<file path="src/rtl/sms_pkg.sv">
// Shared types and constants for the spectral magnitude similarity block.
// No dependencies.
package sms_pkg;

    localparam int MAG_W      = 32;    // magnitude width, unsigned Q16.16
    localparam int WIN_W      = 31;    // match window register width
    localparam int SQ_W       = 64;    // width of re^2 + im^2
    localparam int SQRT_STEPS = SQ_W / 2;
    localparam int DIV_W      = 64;    // shared divider width
    localparam int WSUM_W     = 64;
    localparam int MSUM_W     = 48;
    localparam int SCORE_W    = 17;
    localparam int FRAC_W     = 16;    // fraction bits of the Q1.16 score
    localparam int PADDR_W    = 3;
    localparam int PDATA_W    = 32;

    localparam logic [WIN_W-1:0] WIN_DEFAULT = WIN_W'(655);

    // register index of match_window
    localparam logic REG_MATCH_WINDOW = 1'b0;

    // start control of an iterative unit; done and busy come back in unit_sts_t
    typedef struct packed {
        logic start;
    } unit_ctl_t;

    typedef struct packed {
        logic done;
        logic busy;
    } unit_sts_t;

endpackage

</file>
<file path="src/rtl/sms_sqrt.sv">
// Iterative floor square root, two radicand bits per cycle.
// Depends on sms_pkg.
module sms_sqrt #(
    parameter int W = sms_pkg::SQ_W
) (
    input  logic                 clk,
    input  logic                 rst_n,
    input  sms_pkg::unit_ctl_t   ctl,
    input  logic [W-1:0]         value,
    output sms_pkg::unit_sts_t   sts,
    output logic [W/2-1:0]       root
);

    localparam int STEPS = W / 2;
    localparam int CW    = $clog2(STEPS);

    logic [W-1:0]  v_reg, res_reg, bit_reg;
    logic [CW-1:0] cnt_reg;
    logic          busy_reg, done_reg;
    logic [W-1:0]  trial;

    assign trial = res_reg + bit_reg;

    always_ff @(posedge clk or negedge rst_n)
    begin
        if (!rst_n)
        begin
            busy_reg <= 1'b0;
            done_reg <= 1'b0;
            cnt_reg  <= '0;
        end
        else
        begin
            done_reg <= 1'b0;
            if (ctl.start)
            begin
                busy_reg <= 1'b1;
                cnt_reg  <= '0;
            end
            else if (busy_reg)
            begin
                cnt_reg <= cnt_reg + CW'(1);
                if (cnt_reg == CW'(STEPS - 1))
                begin
                    busy_reg <= 1'b0;
                    done_reg <= 1'b1;
                end
            end
        end
    end

    always_ff @(posedge clk)
    begin
        if (ctl.start)
        begin
            v_reg   <= value;
            res_reg <= '0;
            bit_reg <= W'(1) << (W - 2);
        end
        else if (busy_reg)
        begin
            if (v_reg >= trial)
            begin
                v_reg   <= v_reg - trial;
                res_reg <= (res_reg >> 1) + bit_reg;
            end
            else
            begin
                res_reg <= res_reg >> 1;
            end
            bit_reg <= bit_reg >> 2;
        end
    end

    assign sts.done = done_reg;
    assign sts.busy = busy_reg;
    assign root     = res_reg[W/2-1:0];

endmodule

</file>
<file path="config.mk">
export PLATFORM = sky130hd
export DESIGN_NAME = sms_sqrt
export DESIGN_NICKNAME = d
export VERILOG_FILES = /design/src/rtl/sms_pkg.sv /design/src/rtl/sms_sqrt.sv
export SDC_FILE = /design/constraint.sdc
export NUM_CORES = 1
export LEC_CHECK = 0
export ABC_AREA = 1
export BUFFER_PORTS_ARGS = -buffer_cell sky130_fd_sc_hd__buf_2
export CELL_PAD_IN_SITES_DETAIL_PLACEMENT = 1
export CELL_PAD_IN_SITES_GLOBAL_PLACEMENT = 1
export CORE_MARGIN = 2
export CORE_UTILIZATION = 33
export CTS_CLUSTER_DIAMETER = 40
export DETAILED_ROUTE_END_ITERATION = 8
export GPL_TIMING_DRIVEN = 1
export HOLD_SLACK_MARGIN = 0.02
export PLACE_DENSITY = 0.7
export SLEW_MARGIN = 0
export SYNTH_ARGS = -nofsm -noshare
export SYNTH_HDL_FRONTEND = slang
export SYNTH_SLANG_ARGS = --single-unit
</file>
<file path="constraint.sdc">
create_clock -name clk -period 8.8 [get_ports clk]
set_clock_uncertainty 0.15 [all_clocks]
set_input_delay 0.44 -clock clk [delete_from_list [all_inputs] [get_ports clk]]
set_output_delay 0.44 -clock clk [all_outputs]
set_load 0.05 [all_outputs]
</file>
==> results.md <==
- Status: complete, no violations
- Fin area: 21250 um2
- Area of the core region: 58910 um2
- Synth Area in Compound Gates: 13.08%
- Detailed placer's ending HPWL: 69570 um
- Sequential share of the synthesized area: 20.50%
- Dpl ws: 3.069 ns
- Critical Path RT: 9.06 ns
- Syn Std Cell Area: 19610 um2
- Worst Setup SP: res_reg[12]
- Largest family of logic cells by synthesized area: simple AND/OR/NAND/NOR gates
- Most used cell, CP: nand2_1
- Clk root buf: clkbuf_16
- Fin. Hold Viols: 0
- Area delta synth->final: 8.398%
- Std cell rows: 89
- CTS tree: built
- Maximum clock rate: 0.1689 GHz
- Slew Viols, Final: 0
- Post-synthesis register bit count: 167
- CP max stage cell: nand2_4
- Diode count: 0
- Worst setup margin: 2.880 ns
- CP arrival: 6.18 ns
- Ys async rst share: 4.192%
- Die area: 61380 um2
- Drt initial violations: 1437
- Die height: 247.7 um
- Sum Neg Setup Slack: 0 ns
- DRT Pass-1 Iters: 5
- WL per Instance: 19.54 um
- GP Congestion: 0.9573
- Die X: 247.7 um
- Initial core utilization: 33.28%
- Area contributors post-synth: nand2_1 (21%), inv_1 (9.9%), dfxtp_1 (9.8%)
- IO buf count: 100
- Placed Area: 20630 um2
- Peak VDD IR: 0.0002216 V
- Startpoint Class: register
- Post-synthesis xor/xnor area fraction: 3.618%
- # clock sinks: 167
- Total grt overflow: 0
- Worst Setup End Kind: register
- Largest net degree at the start of global routing: 94
- Final Setup Violations: 0
- Main synth FF type: dfxtp_1
- Leakage: 9.570 nW
- Layout cells sized above 1: 5.363%
- Initial antenna violation count: 0
- Worst r2r src: res_reg[12]
- Antenna viol nets, final: 0
- RSZ-0062 raised after global routing: false
- Final min period: 5.920 ns
- Slew headroom: 25.35%
- Worst reg2reg setup slack: 2.88 ns
- Vias/cell: 5.252
- I/O pin count: 101
- DR DRC count: 0
- Total Nets Final: 3674
- Yosys top cell by area: nand2_1
- Avg Cell Area, Syn: 5.716 um2
- CP cell instances: ha_1 -> nand2_1 -> nor2_1 -> nand4_1 -> o21ai_0 -> a21o_1 -> nand2_1 -> nand2_1 -> xor2_1 -> ha_1 -> nand2_1 -> nand2_1 -> a21oi_1 -> nand2_1 -> a21oi_2 -> nand3_2 -> nand2_4 -> nand2_4 -> nand2_1 -> nand2_1 -> nand3_1 -> nand2_1
- Post-synth EDFFs: 64
- Post-Synth Simple-Gate Area: 41.53%
- Synthesized instance count: 3430
- Synth top cells by count: nand2_1 (1107), inv_1 (518), nor2_1 (390), nand3_1 (325), a21oi_1 (181)
- Post-Synth Adder-Cell Area: 8.526%
- Tcrit/Tclk final: 67.28%
- WS Path Type: reg2reg
- Hold Crit Start: value[45]
- Synth top area share: 21.19%
- Worst Reg-to-Reg Cells: 22
- Synth warn: 0
- Post-synthesis mux area share: 0%
- CTS H-tree lvls: 4
- CP max FO: 93
- PD cells: 302.5 nW/um2
- Dominant cell by count in the synthesized netlist: nand2_1
- Drt total wl: 83260 um
- Clock Tree Buf Depth: 2
- Synth unique cells: 48
- Max cap viols: 0
- Worst-path clk slew: 0.08 ns
- CTS Buf Count: 17
- # fillers: 8218
- Worst skew pair latency: 0.52 ns
- Vias: 22375
- First-pass GRT wire length: 128100 um
- Total track usage: 27.48%
- Vias in the first global route: 22967
- Worst Tran Pin Value: 1.113 ns
- CP max stage delay: 0.66 ns
- Min-Delay Path Class: in2reg
- Hold Crit Depth: 3
- Syn_nets: 3630
-- power by group --
| part | total, mW | internal, mW | switching, mW | leakage (nW) |
|---|---|---|---|---|
| logic | 4.22 | 1.31 | 2.91 | 7.75 |
| registers | 1.40 | 1.13 | 0.272 | 1.54 |
| clock network | 0.806 | 0.398 | 0.408 | 0.277 |
-- layout by cell type (no fill, tap or decap), types with 24 or more instances in the layout --
master	instances
ha_1	132
xnor2_1	44
nor3_1	42
nand2_1	1107
nand3_1	325
edfxtp_1	64
o21bai_1	24
a21oi_1	181
o22ai_1	31
nand4_1	32
inv_1	517
nor2_1	388
nand3b_1	25
dfxtp_1	96
o21ai_0	173
xor2_1	37
buf_2	100
-- worst paths after layout --
check,endpoint
worst max-delay path,res_reg[27]
max in group asynchronous,cnt_reg[3]
worst min register to register,res_reg[0]
worst max register to register,res_reg[27]
worst min-delay path,v_reg[45]
min in group asynchronous,cnt_reg[1]
-- worst max-delay path: cells and delay by family, from the launching register on --
family	cells	cell delay [ns]
AO/OA/AOI/OAI	4	1.03
AND/OR/NAND/NOR	15	2.81
XOR/XNOR	1	0.45
adder cells (fa/ha/maj)	2	0.86
flip-flops	1	0.44
-- stage by stage --
| stage | hold WS [ns] | utilization, % | cells | power (mW) |
|---|---|---|---|---|
| finish | 0.03818 | 36.08 | 4260 | 6.428 |
| global route | 0.04287 | 36.08 | 4260 | 7.000 |
| CTS | 0.02156 | 36.08 | 4260 | 6.392 |
| detailed placement | 0.1391 | 35.02 | 4223 | 5.557 |
| global placement | 0.1345 | 35.02 | 4223 | 5.471 |
| floorplan | -0.005591 | - | 3430 | 4.363 |
-- routing by layer --
metal | global-route usage (%) | wire length (um) | vias up
met4 | 10.64 | 3088 | 0
met2 | 45.33 | 37900 | 512
li1 | - | - | 11066
met1 | 36.53 | 38730 | 10665
met3 | 3.276 | 3540 | 132
met5 | 0 | 0 | -
-- final cells by class --
type / instances / area (um2) / area share [%]
clock buffer: 19 / 432.9 / 2.037
tap: 773 / 967.2 / 4.551
multi-input combinational: 2650 / 13120 / 61.72
inverter: 526 / 1974 / 9.290
timing repair buffer: 112 / 603.1 / 2.838
clock inverter: 13 / 138.9 / 0.6535
sequential: 167 / 4019 / 18.91
-- what timing repair did --
item | in CTS | in global routing
gates resized for setup | 0 | 0
endpoints found under the hold margin | 11 | 0
hold buffers | 5 | 0
buffers inserted | 0 | 0
-- cell families after synthesis --
family / count (synthesis)
and+or+nand+nor: 1965
xor gates and xnor gates: 81
DFF: 167
buffers and inverters: 613
AOI/OAI and AO/OA: 471
adders and majority gates: 133
Power figures use the tool's default switching activity.
