**config.mk**
```make
export PLATFORM = sky130hd
export DESIGN_NAME = sms_regs
export DESIGN_NICKNAME = d
export VERILOG_FILES = /design/src/rtl/sms_pkg.sv /design/src/rtl/sms_regs.sv
export SDC_FILE = /design/constraint.sdc
export NUM_CORES = 1
export LEC_CHECK = 0
export ABC_AREA = 1
export ABC_CLOCK_PERIOD_IN_PS = 1200
export BUFFER_PORTS_ARGS = -buffer_cell sky130_fd_sc_hd__buf_2
export CORE_ASPECT_RATIO = 0.5
export CORE_UTILIZATION = 42
export DETAILED_ROUTE_END_ITERATION = 8
export PLACE_DENSITY = 0.8
export SLEW_MARGIN = 10
export SYNTH_ARGS = -nofsm -noshare
export SYNTH_HDL_FRONTEND = slang
export SYNTH_SLANG_ARGS = --single-unit
```
**constraint.sdc**
```tcl
create_clock -name clk -period 1.2 [get_ports clk]
set_clock_uncertainty 0.1 [all_clocks]
set_input_delay 0.12 -clock clk [delete_from_list [all_inputs] [get_ports clk]]
set_output_delay 0.12 -clock clk [all_outputs]
set_load 0.005 [all_outputs]
```
**src/rtl/sms_pkg.sv**
```systemverilog
// Shared types and constants for the spectral magnitude similarity block.
// No dependencies.
package sms_pkg;

    localparam int MAG_W      = 32;    // magnitude width, unsigned Q16.16
    localparam int WIN_W      = 31;    // match window register width
    localparam int SQ_W       = 64;    // width of re^2 + im^2
    localparam int SQRT_STEPS = SQ_W / 2;
    localparam int DIV_W      = 64;    // shared divider width
    localparam int WSUM_W     = 64;
    localparam int MSUM_W     = 48;
    localparam int SCORE_W    = 17;
    localparam int FRAC_W     = 16;    // fraction bits of the Q1.16 score
    localparam int PADDR_W    = 3;
    localparam int PDATA_W    = 32;

    localparam logic [WIN_W-1:0] WIN_DEFAULT = WIN_W'(655);

    // register index of match_window
    localparam logic REG_MATCH_WINDOW = 1'b0;

    // start control of an iterative unit; done and busy come back in unit_sts_t
    typedef struct packed {
        logic start;
    } unit_ctl_t;

    typedef struct packed {
        logic done;
        logic busy;
    } unit_sts_t;

endpackage

```
**src/rtl/sms_regs.sv**
```systemverilog
// APB configuration register: match_window.
// Depends on sms_pkg.
module sms_regs (
    input  logic                         clk,
    input  logic                         rst_n,
    input  logic                         psel,
    input  logic                         penable,
    input  logic                         pwrite,
    input  logic [sms_pkg::PADDR_W-1:0]  paddr,
    input  logic [sms_pkg::PDATA_W-1:0]  pwdata,
    output logic [sms_pkg::PDATA_W-1:0]  prdata,
    output logic                         pready,
    output logic [sms_pkg::WIN_W-1:0]    win_eff
);

    logic [sms_pkg::WIN_W-1:0] win_reg;
    logic                      reg_idx;

    assign pready  = 1'b1;
    assign reg_idx = paddr[sms_pkg::PADDR_W-1];

    always_ff @(posedge clk or negedge rst_n)
    begin
        if (!rst_n)
        begin
            win_reg <= sms_pkg::WIN_DEFAULT;
        end
        else if (psel && penable && pwrite && (reg_idx == sms_pkg::REG_MATCH_WINDOW))
        begin
            win_reg <= pwdata[sms_pkg::WIN_W-1:0];
        end
    end

    always_comb
    begin
        prdata = '0;
        if (reg_idx == sms_pkg::REG_MATCH_WINDOW)
        begin
            prdata = sms_pkg::PDATA_W'(win_reg);
        end
    end

    // zero window stands for 0.01
    assign win_eff = (win_reg == '0) ? sms_pkg::WIN_DEFAULT : win_reg;

endmodule

```
==> results by stage <==
Status:
- The run finished, with violations left.
- The final reports fail on hold timing, setup timing.

Placed design:
- The post-placement setup slack is -225 ps.
- The count of port buffers added during placement is 98.
- The placed wire-length estimate is 3030 um.
- The placed cell area is 2250 sq um.
- The final estimated routing congestion in global placement is 0.734.

Synth:
- Yosys attributes the largest share of cell area to sky130_fd_sc_hd__dfrtp_1 39%, sky130_fd_sc_hd__nor2_1 19%, sky130_fd_sc_hd__dfstp_2 9.8%.
- The synthesized netlist occupies a cell area of 1610 sq um.
- The post-synth net total is 270.
- The netlist uses 13 different library cells.
- Sequential elements use 48.7% of the synthesized area.
- The number of instances in the synthesized netlist is 230.
- The biggest area consumer among synthesized cells is sky130_fd_sc_hd__dfrtp_1.
- The mean cell area of the mapped netlist is 6.99 sq um.
- In this run, synthesis produced a sequential element count of 31.
- The share of Yosys cell area claimed by the top area cell type is 38.9%.
- The Yosys warning count is 0.

Finish:
- The share of final-layout standard cells stronger than drive strength 1 is 62.7%.
- Relative to the synthesized area, the layout overhead comes to 87.6%.
- Once layout is done, the placed cells without fillers occupy 3020 sq um.
- The library cells used most frequently in the layout, excluding fill and tap cells, are 97 x sky130_fd_sc_hd__buf_2, 53 x sky130_fd_sc_hd__nor2_1, 34 x sky130_fd_sc_hd__buf_4.
- The layout net count is 417.
- The number of flip-flops under the largest register name is 31.
- The commonest non-fill, non-tap cell in the layout is sky130_fd_sc_hd__buf_2.
- The count of fill cells added during filler insertion is 179.
- 0 antenna diodes ended up in the layout.

Worst setup path:
- The critical path ends at win_eff[3].
- The endpoint arrival time on the critical path is 1550 ps.
- The critical register-to-register path endpoint is win_reg[26]$_DFFE_PN0P_.
- The sort of element at the start of the critical path is a register.
- The launching instance or port of the critical path is win_reg[30]$_DFFE_PN0P_.
- The worst reg-to-reg path cell count is 6.
- The startpoint identified for the worst register-to-register timing path is win_reg[26]$_DFFE_PN0P_.
- The critical path runs through a total of 6 cells.
- The worst stage delay on the critical path is 420 ps.
- The register-to-register setup slack is -60 ps.
- Counting stages on the worst path, the most repeated cell is sky130_fd_sc_hd__nor2_2.
- The worst setup path is captured at an output pin.
- The cell with the biggest individual delay on the critical path is sky130_fd_sc_hd__dfrtp_1.
- Data on the critical path is required at its endpoint by 980 ps.
- The gate family responsible for the most delay along the worst path is simple AND/OR/NAND/NOR gates.
- By startpoint and endpoint, the worst setup path is classified as register to output pin.
- Traced cell by cell, the critical path runs through nor2_2, nand2_1, nor2_2, nand2_4, o21ai_1, buf_2.
- Along the worst path, the maximum fanout reaches 6.
- The count of buffering cells on the critical path with inverters included is 1.

Global routing:
- The maximum number of pins on one net before global-route repair is 63.
- The overall overflow remaining after global route is 0.
- Global routing used 29.4% of the available tracks across all layers.
- The first global-routing pass estimated 8520 um of wire.
- The number of global-route vias before repair is 1939.
- The number of antenna violations at the first check in global routing is 0.

Drt:
- The remaining antenna violation count after routing is 0.
- The DRC violation count after routing is 0.
- The detailed router put a total of 2700 um of wire on met1.
- The routed layout has 2242 vias.
- The top layer used by detailed routing is met4.
- The detail-routed via count per cell is 5.23.
- For this run, the detailed router's first-pass iteration total came to 5.
- The routed design uses 3530 um of met2 wire.
- Detailed routing placed a total of 528 um of wire on met3.
- For this block, the initial DRC count from the detailed router was 194.
- After detailed routing, the average wire length per cell comes to 17.0 um.
- The total wire length is 7310 um.

Pwr:
- Registers are responsible for 33.9% of the overall power.
- The internal power summed over all cells is 2820 uW.
- For this design the ratio of total power to cell area is 1410 nW/um^2.
- Summed over all cells, the static leakage comes to 0.00160 uW.
- Summed over all nets, the switching power comes to 1420 uW.
- The combinational group share of total power is 44.3%.
- Per report_power, the clock group accounts for 21.9% of the total.
- The worst voltage drop across the vdd grid is 792 uV.
- The switching share of power is 33.5%.

Timing:
- The final number of max-transition violations came to 0.
- The final-layout worst hold slack is -12.4 ps.
- The worst path in the final design needs a cycle of 1770 ps, including I/O delays and setup.
- The worst path uses 148% of the clock period.
- The count of endpoints failing hold in the final timing report is 3.
- The maximum operating frequency is 564 MHz.
- The count of endpoints failing setup in the final report is 40.
- After layout, the worst setup slack is -574 ps.
- Summed over all failing endpoints, the final setup total negative slack is -5600 ps.
- Setup repair after global routing could not meet its margin everywhere.

CTS:
- The clock transition at the registers of the reported paths is 70 ps.
- The clock insertion delay at the later pin of the skew report is 290 ps.
- The clock root buffer is sky130_fd_sc_hd__clkbuf_8.
- The H-tree level count is 2.
- TritonCTS built the clock tree.
- The total CTS buffers is 5.
- The clock passes through at most 2 buffers.
- Counting every sink on the clock net gives 31.

Floorplan:
- In this run the horizontal extent of the chip is 89.5 um.
- The standard-cell row count is 15.
- The core region is 3550 sq um.
- The vertical extent of the die is 45.8 um.
- The die footprint is 4090 sq um.
- The I/O pin count is 104.
- The initial core utilization is 45.3%.

Worst hold path:
- The type of the tightest min-delay check is input pin to register.
- The worst hold path startpoint is pwdata[21].

Run:
- Across the run, the number of max-cap violations was 0.
-- how the worst min path moves through the flow --
stage                               to  cells past startpoint
2_1_floorplan  win_reg[10]$_DFFE_PN0P_                      0
6_report       win_reg[21]$_DFFE_PN0P_                      3
5_1_grt         win_reg[5]$_DFFE_PN0P_                      3
4_1_cts        win_reg[13]$_DFFE_PN0P_                      3
3_5_place_dp   win_reg[20]$_DFFE_PN0P_                      1
3_3_place_gp   win_reg[20]$_DFFE_PN0P_                      1
-- cells by family after synthesis --
kind of cell    after synthesis  synth area share [%]
simple gates                 92                  22.0
other cells                   2                 0.467
flops                        31                  48.7
compound gates               37                  11.5
buf+inv                      68                  17.3
-- tightest hold or removal path: cells and delay by family --
family	cells	cell delay (ps)
compound gates	1	100
buf+inv	1	80
simple gates	1	30
-- synth_stat cells --
master                     count
sky130_fd_sc_hd__inv_1        31
sky130_fd_sc_hd__conb_1        2
sky130_fd_sc_hd__nor2_1       81
sky130_fd_sc_hd__buf_4         5
sky130_fd_sc_hd__nand4_2       1
sky130_fd_sc_hd__clkbuf_1     28
sky130_fd_sc_hd__nand2_1      10
sky130_fd_sc_hd__o21ai_0       6
sky130_fd_sc_hd__dfstp_2       6
sky130_fd_sc_hd__inv_2         1
sky130_fd_sc_hd__a21oi_1      31
sky130_fd_sc_hd__dfrtp_1      25
sky130_fd_sc_hd__buf_2         3
-- power groups by stage --
stage / Sequential, uW / Combinational, uW / Clock, uW
3_5_place_dp: 1390 / 1110 / 0
3_3_place_gp: 1380 / 1080 / 0
4_1_cts: 1400 / 1480 / 905
5_1_grt: 1450 / 2000 / 985
2_1_floorplan: 1390 / 496 / 0
6_report: 1440 / 1880 / 929
-- layout make-up --
type | instances | area (sq um) | share of cell area [%]
Clock buffer | 8 | 100 | 3.32
Sequential cell | 31 | 783 | 26.0
Multi-Input combinational cell | 131 | 657 | 21.8
Tap cell | 51 | 63.8 | 2.12
Timing Repair Buffer | 176 | 1240 | 41.2
Inverter | 32 | 170 | 5.64
-- stage by stage --
step / cells / total power, uW / utilization (%)
global placement: 372 / 2460 / 63.4
detailed placement: 372 / 2500 / 63.4
finish: 429 / 4250 / 85.0
floorplan: 230 / 1880 / -
CTS: 418 / 3780 / 77.9
global route: 429 / 4430 / 85.0
-- what timing repair did --
item / 4_1_cts / 5_1_grt
hold buffers: 16 / 2
endpoints found under the setup margin: 36 / 38
pin swaps: 10 / 4
hold endpoints to repair: 40 / 2
setup buffers: 33 / 19
gates resized for setup: 62 / 64
-- layer usage --
layer,global-route usage [%],up-vias
li1,-,962
met1,31.0,1040
met2,53.7,174
met3,9.78,66
met4,15.9,0
met5,0,-
Note: power is estimated with default switching activity, not from simulation.
