$ cat config.mk
export PLATFORM = sky130hd
export DESIGN_NAME = sms_div
export DESIGN_NICKNAME = d
export VERILOG_FILES = /design/src/rtl/sms_pkg.sv /design/src/rtl/sms_div.sv
export SDC_FILE = /design/constraint.sdc
export NUM_CORES = 1
export LEC_CHECK = 0
export BUFFER_PORTS_ARGS = -buffer_cell sky130_fd_sc_hd__buf_2
export CORE_UTILIZATION = 52
export DETAILED_ROUTE_END_ITERATION = 8
export PLACE_DENSITY = 0.79
export SLEW_MARGIN = 0
export SYNTH_ARGS = -nofsm -noshare
export SYNTH_HDL_FRONTEND = slang
export SYNTH_SLANG_ARGS = --single-unit
$ cat constraint.sdc
create_clock -name clk -period 3.25 [get_ports clk]
set_clock_uncertainty 0.05 [all_clocks]
set_input_delay 0.65 -clock clk [delete_from_list [all_inputs] [get_ports clk]]
set_output_delay 0.65 -clock clk [all_outputs]
set_load 0.03 [all_outputs]
$ cat src/rtl/sms_pkg.sv
// Shared types and constants for the spectral magnitude similarity block.
// No dependencies.
package sms_pkg;

    localparam int MAG_W      = 32;    // magnitude width, unsigned Q16.16
    localparam int WIN_W      = 31;    // match window register width
    localparam int SQ_W       = 64;    // width of re^2 + im^2
    localparam int SQRT_STEPS = SQ_W / 2;
    localparam int DIV_W      = 64;    // shared divider width
    localparam int WSUM_W     = 64;
    localparam int MSUM_W     = 48;
    localparam int SCORE_W    = 17;
    localparam int FRAC_W     = 16;    // fraction bits of the Q1.16 score
    localparam int PADDR_W    = 3;
    localparam int PDATA_W    = 32;

    localparam logic [WIN_W-1:0] WIN_DEFAULT = WIN_W'(655);

    // register index of match_window
    localparam logic REG_MATCH_WINDOW = 1'b0;

    // start control of an iterative unit; done and busy come back in unit_sts_t
    typedef struct packed {
        logic start;
    } unit_ctl_t;

    typedef struct packed {
        logic done;
        logic busy;
    } unit_sts_t;

endpackage

$ cat src/rtl/sms_div.sv
// Iterative restoring divider, one quotient bit per cycle.
// Depends on sms_pkg.
module sms_div #(
    parameter int W = sms_pkg::DIV_W
) (
    input  logic                 clk,
    input  logic                 rst_n,
    input  sms_pkg::unit_ctl_t   ctl,
    input  logic [W-1:0]         dividend,
    input  logic [W-1:0]         divisor,
    output sms_pkg::unit_sts_t   sts,
    output logic [W-1:0]         quotient
);

    localparam int CW = $clog2(W);

    logic [W:0]    rem_reg;
    logic [W-1:0]  quo_reg, dvs_reg;
    logic [CW-1:0] cnt_reg;
    logic          busy_reg, done_reg;
    logic [W:0]    trial;

    assign trial = {rem_reg[W-1:0], quo_reg[W-1]};

    always_ff @(posedge clk or negedge rst_n)
    begin
        if (!rst_n)
        begin
            busy_reg <= 1'b0;
            done_reg <= 1'b0;
            cnt_reg  <= '0;
        end
        else
        begin
            done_reg <= 1'b0;
            if (ctl.start)
            begin
                busy_reg <= 1'b1;
                cnt_reg  <= '0;
            end
            else if (busy_reg)
            begin
                cnt_reg <= cnt_reg + CW'(1);
                if (cnt_reg == CW'(W - 1))
                begin
                    busy_reg <= 1'b0;
                    done_reg <= 1'b1;
                end
            end
        end
    end

    always_ff @(posedge clk)
    begin
        if (ctl.start)
        begin
            rem_reg <= '0;
            quo_reg <= dividend;
            dvs_reg <= divisor;
        end
        else if (busy_reg)
        begin
            if (trial >= {1'b0, dvs_reg})
            begin
                rem_reg <= trial - {1'b0, dvs_reg};
                quo_reg <= {quo_reg[W-2:0], 1'b1};
            end
            else
            begin
                rem_reg <= trial;
                quo_reg <= {quo_reg[W-2:0], 1'b0};
            end
        end
    end

    assign sts.done = done_reg;
    assign sts.busy = busy_reg;
    assign quotient = quo_reg;

endmodule

==> flow_summary.rst <==
.. list-table::
   :header-rows: 1

   * - Metric
     - Value
   * - Run status
     - finished, violations left
   * - Violations in the final reports
     - negative setup slack
   * - Overflow left after global routing
     - 0
   * - Count of input and output buffers
     - 196
   * - Top flip-flop cell by instance count after synthesis
     - sky130_fd_sc_hd__edfxtp_1
   * - Final net count
     - 1831
   * - TritonCTS clock tree
     - yes
   * - Count of final hold-check violations
     - 0
   * - Most frequent cells in the layout
     - sky130_fd_sc_hd__buf_2 (195), sky130_fd_sc_hd__buf_4 (172), sky130_fd_sc_hd__edfxtp_1 (128)
   * - Worst Setup Start Kind
     - flip-flop
   * - Number of setup violations in the final report
     - 65
   * - Number of nets produced by synthesis
     - 1501
   * - Clock share of power
     - 17.0%
   * - Total Die Area
     - 0.02461 mm2
   * - Slew HR
     - 34.49%
   * - Horiz. Die Dim
     - 156.9 um
   * - Number of antenna violations at the first check in global routing
     - 1
   * - Area growth, synth to finish
     - 34.22%
   * - Io pins
     - 197
   * - Cell variety after synth
     - 74
   * - Upper clock frequency limit
     - 278.9 MHz
   * - Least-Margin Pin Slew
     - 981.6 ps
   * - Critical path data required time
     - 3540 ps
   * - Number of sinks driven by the clock tree
     - 200
   * - Net switching share of the total power
     - 42.64%
   * - Clk slew on worst S/H paths
     - 90 ps
   * - Synthesized area
     - 0.01247 mm2
   * - Arrival time worst endpoint
     - 3870 ps
   * - Clock network latency to the later pin of the worst-skew pair
     - 450 ps
   * - Pwr dens
     - 823.2 mW/mm2
   * - Final critical-path required period
     - 3586 ps
   * - Maximum ir drop on the vdd rail
     - 0.5264 mV
   * - Share of layout cells above drive strength 1
     - 38.55%
   * - Total number of vias
     - 11910
   * - Share of the yosys chip area belonging to registers
     - 42.70%
   * - Largest buffer count on any clock path
     - 2
   * - Number of DRC markers in iteration 0
     - 1164
   * - Sequential group share of total power
     - 26.6%
   * - Static power due to leakage
     - 0.007235 uW
   * - Path category of the worst min-delay check
     - in2reg
   * - Critical Path Most Common Cell
     - sky130_fd_sc_hd__a2111oi_4
   * - CP Capture Type
     - flip-flop
   * - Number of vias per cell after detailed routing
     - 6.051
   * - Final Max Slew Viols
     - 0
   * - Final critical-path share of the clock period
     - 110.3%
   * - Average footprint of a synthesized cell
     - 9.563 um2
   * - Minimum hold slack
     - 313.5 ps
   * - Critical path cell sequence
     - inv_1 > ha_4 > nand4_1 > buf_6 > a2111oi_4 > nand2_2 > a2111oi_4 > o211ai_2 > a2111oi_4 > buf_4 > o31a_4 > buf_6 > buf_12 > o21ai_1 > a311oi_2
   * - Max-cap violations
     - 0
   * - Internal power consumption
     - 7904 uW
   * - Core ar.
     - 0.02347 mm2
   * - Total number of placement rows
     - 56
   * - Global-route wire length before repair
     - 58000 um
   * - Chip Height
     - 156.9 um
   * - Dpl hpwl
     - 25170 um
   * - Clock H-tree levels
     - 4
   * - Instance area after placement
     - 0.01493 mm2
   * - Worst path max stage delay
     - 400 ps
   * - Combinational share of power
     - 56.3%
   * - Maximum net fanout on the critical path
     - 6
   * - CTS Root Buffer Type
     - sky130_fd_sc_hd__clkbuf_16
   * - Most common cell after layout, fill and taps aside
     - sky130_fd_sc_hd__buf_2
   * - Final design utilization
     - 71.31%
   * - Routability Congestion
     - 0.9214
   * - Critical path start-end classification
     - reg2reg
   * - Pre-antenna DRT Iters
     - 6
   * - Total clock buffers created by CTS
     - 17
   * - Post-detailed-route wirelength per cell
     - 19.41 um
   * - Flops & latches, synth
     - 200
   * - Detailed-route DRC error count
     - 0
   * - Non-Filler Cell Area, Final
     - 0.01674 mm2
   * - Syn. warnings
     - 0
   * - Via count of the first global-routing pass
     - 11690
   * - GR Util All Layers
     - 29.98%
   * - Count of mapped cells out of synthesis
     - 1304
   * - Sw Pwr
     - 5874 uW
   * - Total wire length after detailed routing
     - 38190 um
   * - Share of flip-flops with an asynchronous set or reset after synthesis
     - 4.000%
   * - Number of enable flip-flop cells after synthesis
     - 128
   * - Min setup slack post-route
     - -335.8 ps
   * - RSZ-0062 raised after global routing
     - yes
   * - Initial core utilization
     - 53.13%
   * - Pin count of the biggest net entering global routing
     - 90
   * - CP max stage cell
     - sky130_fd_sc_hd__a2111oi_4
   * - Number of routed nets with antenna violations
     - 0
-- worst paths after layout --
path	from	endpoint	slack [ps]	cells after the start
worst max register to register	dvs_reg[21]$_DFFE_PP_	rem_reg[30]$_SDFFE_PP0P_	-340	15
worst max-delay path	dvs_reg[21]$_DFFE_PP_	rem_reg[30]$_SDFFE_PP0P_	-340	15
worst min register to register	rem_reg[26]$_SDFFE_PP0P_	rem_reg[26]$_SDFFE_PP0P_	460	2
min in group asynchronous	rst_n	cnt_reg[4]$_DFFE_PN0P_	520	2
worst min-delay path	divisor[62]	dvs_reg[62]$_DFFE_PP_	310	1
max in group asynchronous	rst_n	busy_reg$_DFF_PN0_	2420	2
-- cell families (layout without fill, tap and decap cells) --
logic type | Yosys count | count (layout) | synth area share (%)
buf+inv | 182 | 525 | 6.180
flops | 200 | 200 | 42.70
compound gates | 380 | 380 | 20.94
xor+xnor | 60 | 60 | 4.214
mux | 66 | 66 | 5.950
other cells | 0 | 2 | 0
simple gates | 350 | 350 | 13.33
fa+ha+maj | 66 | 66 | 6.682
-- metrics by stage --
stage	setup TNS, ps	power [uW]	std cells	setup WS (ps)
after detailed placement	-15330	10240	1901	-322.2
final	-15390	13780	1968	-335.8
after CTS	-12180	13100	1957	-264.6
after global routing	-24810	14480	1967	-461.7
after global placement	-9563	10100	1901	-200.3
after floorplan	-619.5	7825	1304	-62.56
-- layer usage --
metal	global-route usage (%)	up-vias	share of wire, %
met1	36.38	5709	40
met2	52.44	588	50
met4	11.02	0	2.9
met5	0	-	0
met3	5.843	99	7.0
li1	-	5513	-
-- synthesized netlist by cell type, drive strengths merged, types with 4 or more instances --
master / n / area (um2)
and3: 11 / 68.82
o211ai: 11 / 87.58
buf: 29 / 193.9
o21a: 6 / 52.55
inv: 91 / 341.6
a2111oi: 12 / 182.7
xnor2: 39 / 341.6
o21bai: 12 / 90.09
dfrtp: 8 / 200.2
nor2: 122 / 465.5
clkbuf: 62 / 235.2
o21ai: 102 / 510.5
nor2b: 4 / 25.02
or3: 7 / 43.79
nand2b: 10 / 62.56
a221oi: 4 / 35.03
and2: 4 / 25.02
nand3: 73 / 365.4
nand2: 57 / 219.0
a21boi: 7 / 52.55
a211oi: 17 / 127.6
edfxtp: 128 / 3844
mux2: 65 / 732.0
a21o: 32 / 240.2
dfxtp: 64 / 1281
o31ai: 7 / 71.32
nand4: 30 / 187.7
nor4: 9 / 56.30
a21oi: 84 / 420.4
xor2: 21 / 183.9
a31oi: 11 / 68.82
nor3: 13 / 70.07
ha: 65 / 813.3
a311oi: 52 / 461.7
-- final cells by class --
| class | count | area (um2) |
|---|---|---|
| Inverter | 91 | 344.1 |
| Fill cell | 1690 | 6734 |
| Tap cell | 319 | 399.1 |
| Clock inverter | 15 | 236.5 |
| Clock buffer | 17 | 425.4 |
| Multi-Input combinational cell | 922 | 7134 |
| Antenna cell | 2 | 5.005 |
| Sequential cell | 200 | 5329 |
| Timing Repair Buffer | 402 | 2865 |
-- power groups by stage --
stage	Sequential (uW)	Clock (uW)	Combinational, uW
CTS	3610	2370	7110
detailed placement	3620	0	6630
global route	3710	2450	8320
finish	3670	2350	7760
floorplan	3740	0	4090
global placement	3610	0	6500
-- repair_timing --
item,CTS,global route
setup endpoints to repair,65,65
resized for setup,85,67
endpoints found under the hold margin,8,0
hold buffers,1,0
cloned,4,4
buffers inserted,19,8
pin swaps,63,36
-- worst max-delay path, delay by kind of cell (launching register included) --
| kind | cells | cell delay, ps |
|---|---|---|
| AOI/OAI and AO/OA | 7 | 1810 |
| buffers and inverters | 5 | 720 |
| DFF | 1 | 350 |
| adders and majority gates | 1 | 280 |
| and+or+nand+nor | 2 | 270 |
(Power assumes the default switching activity.)
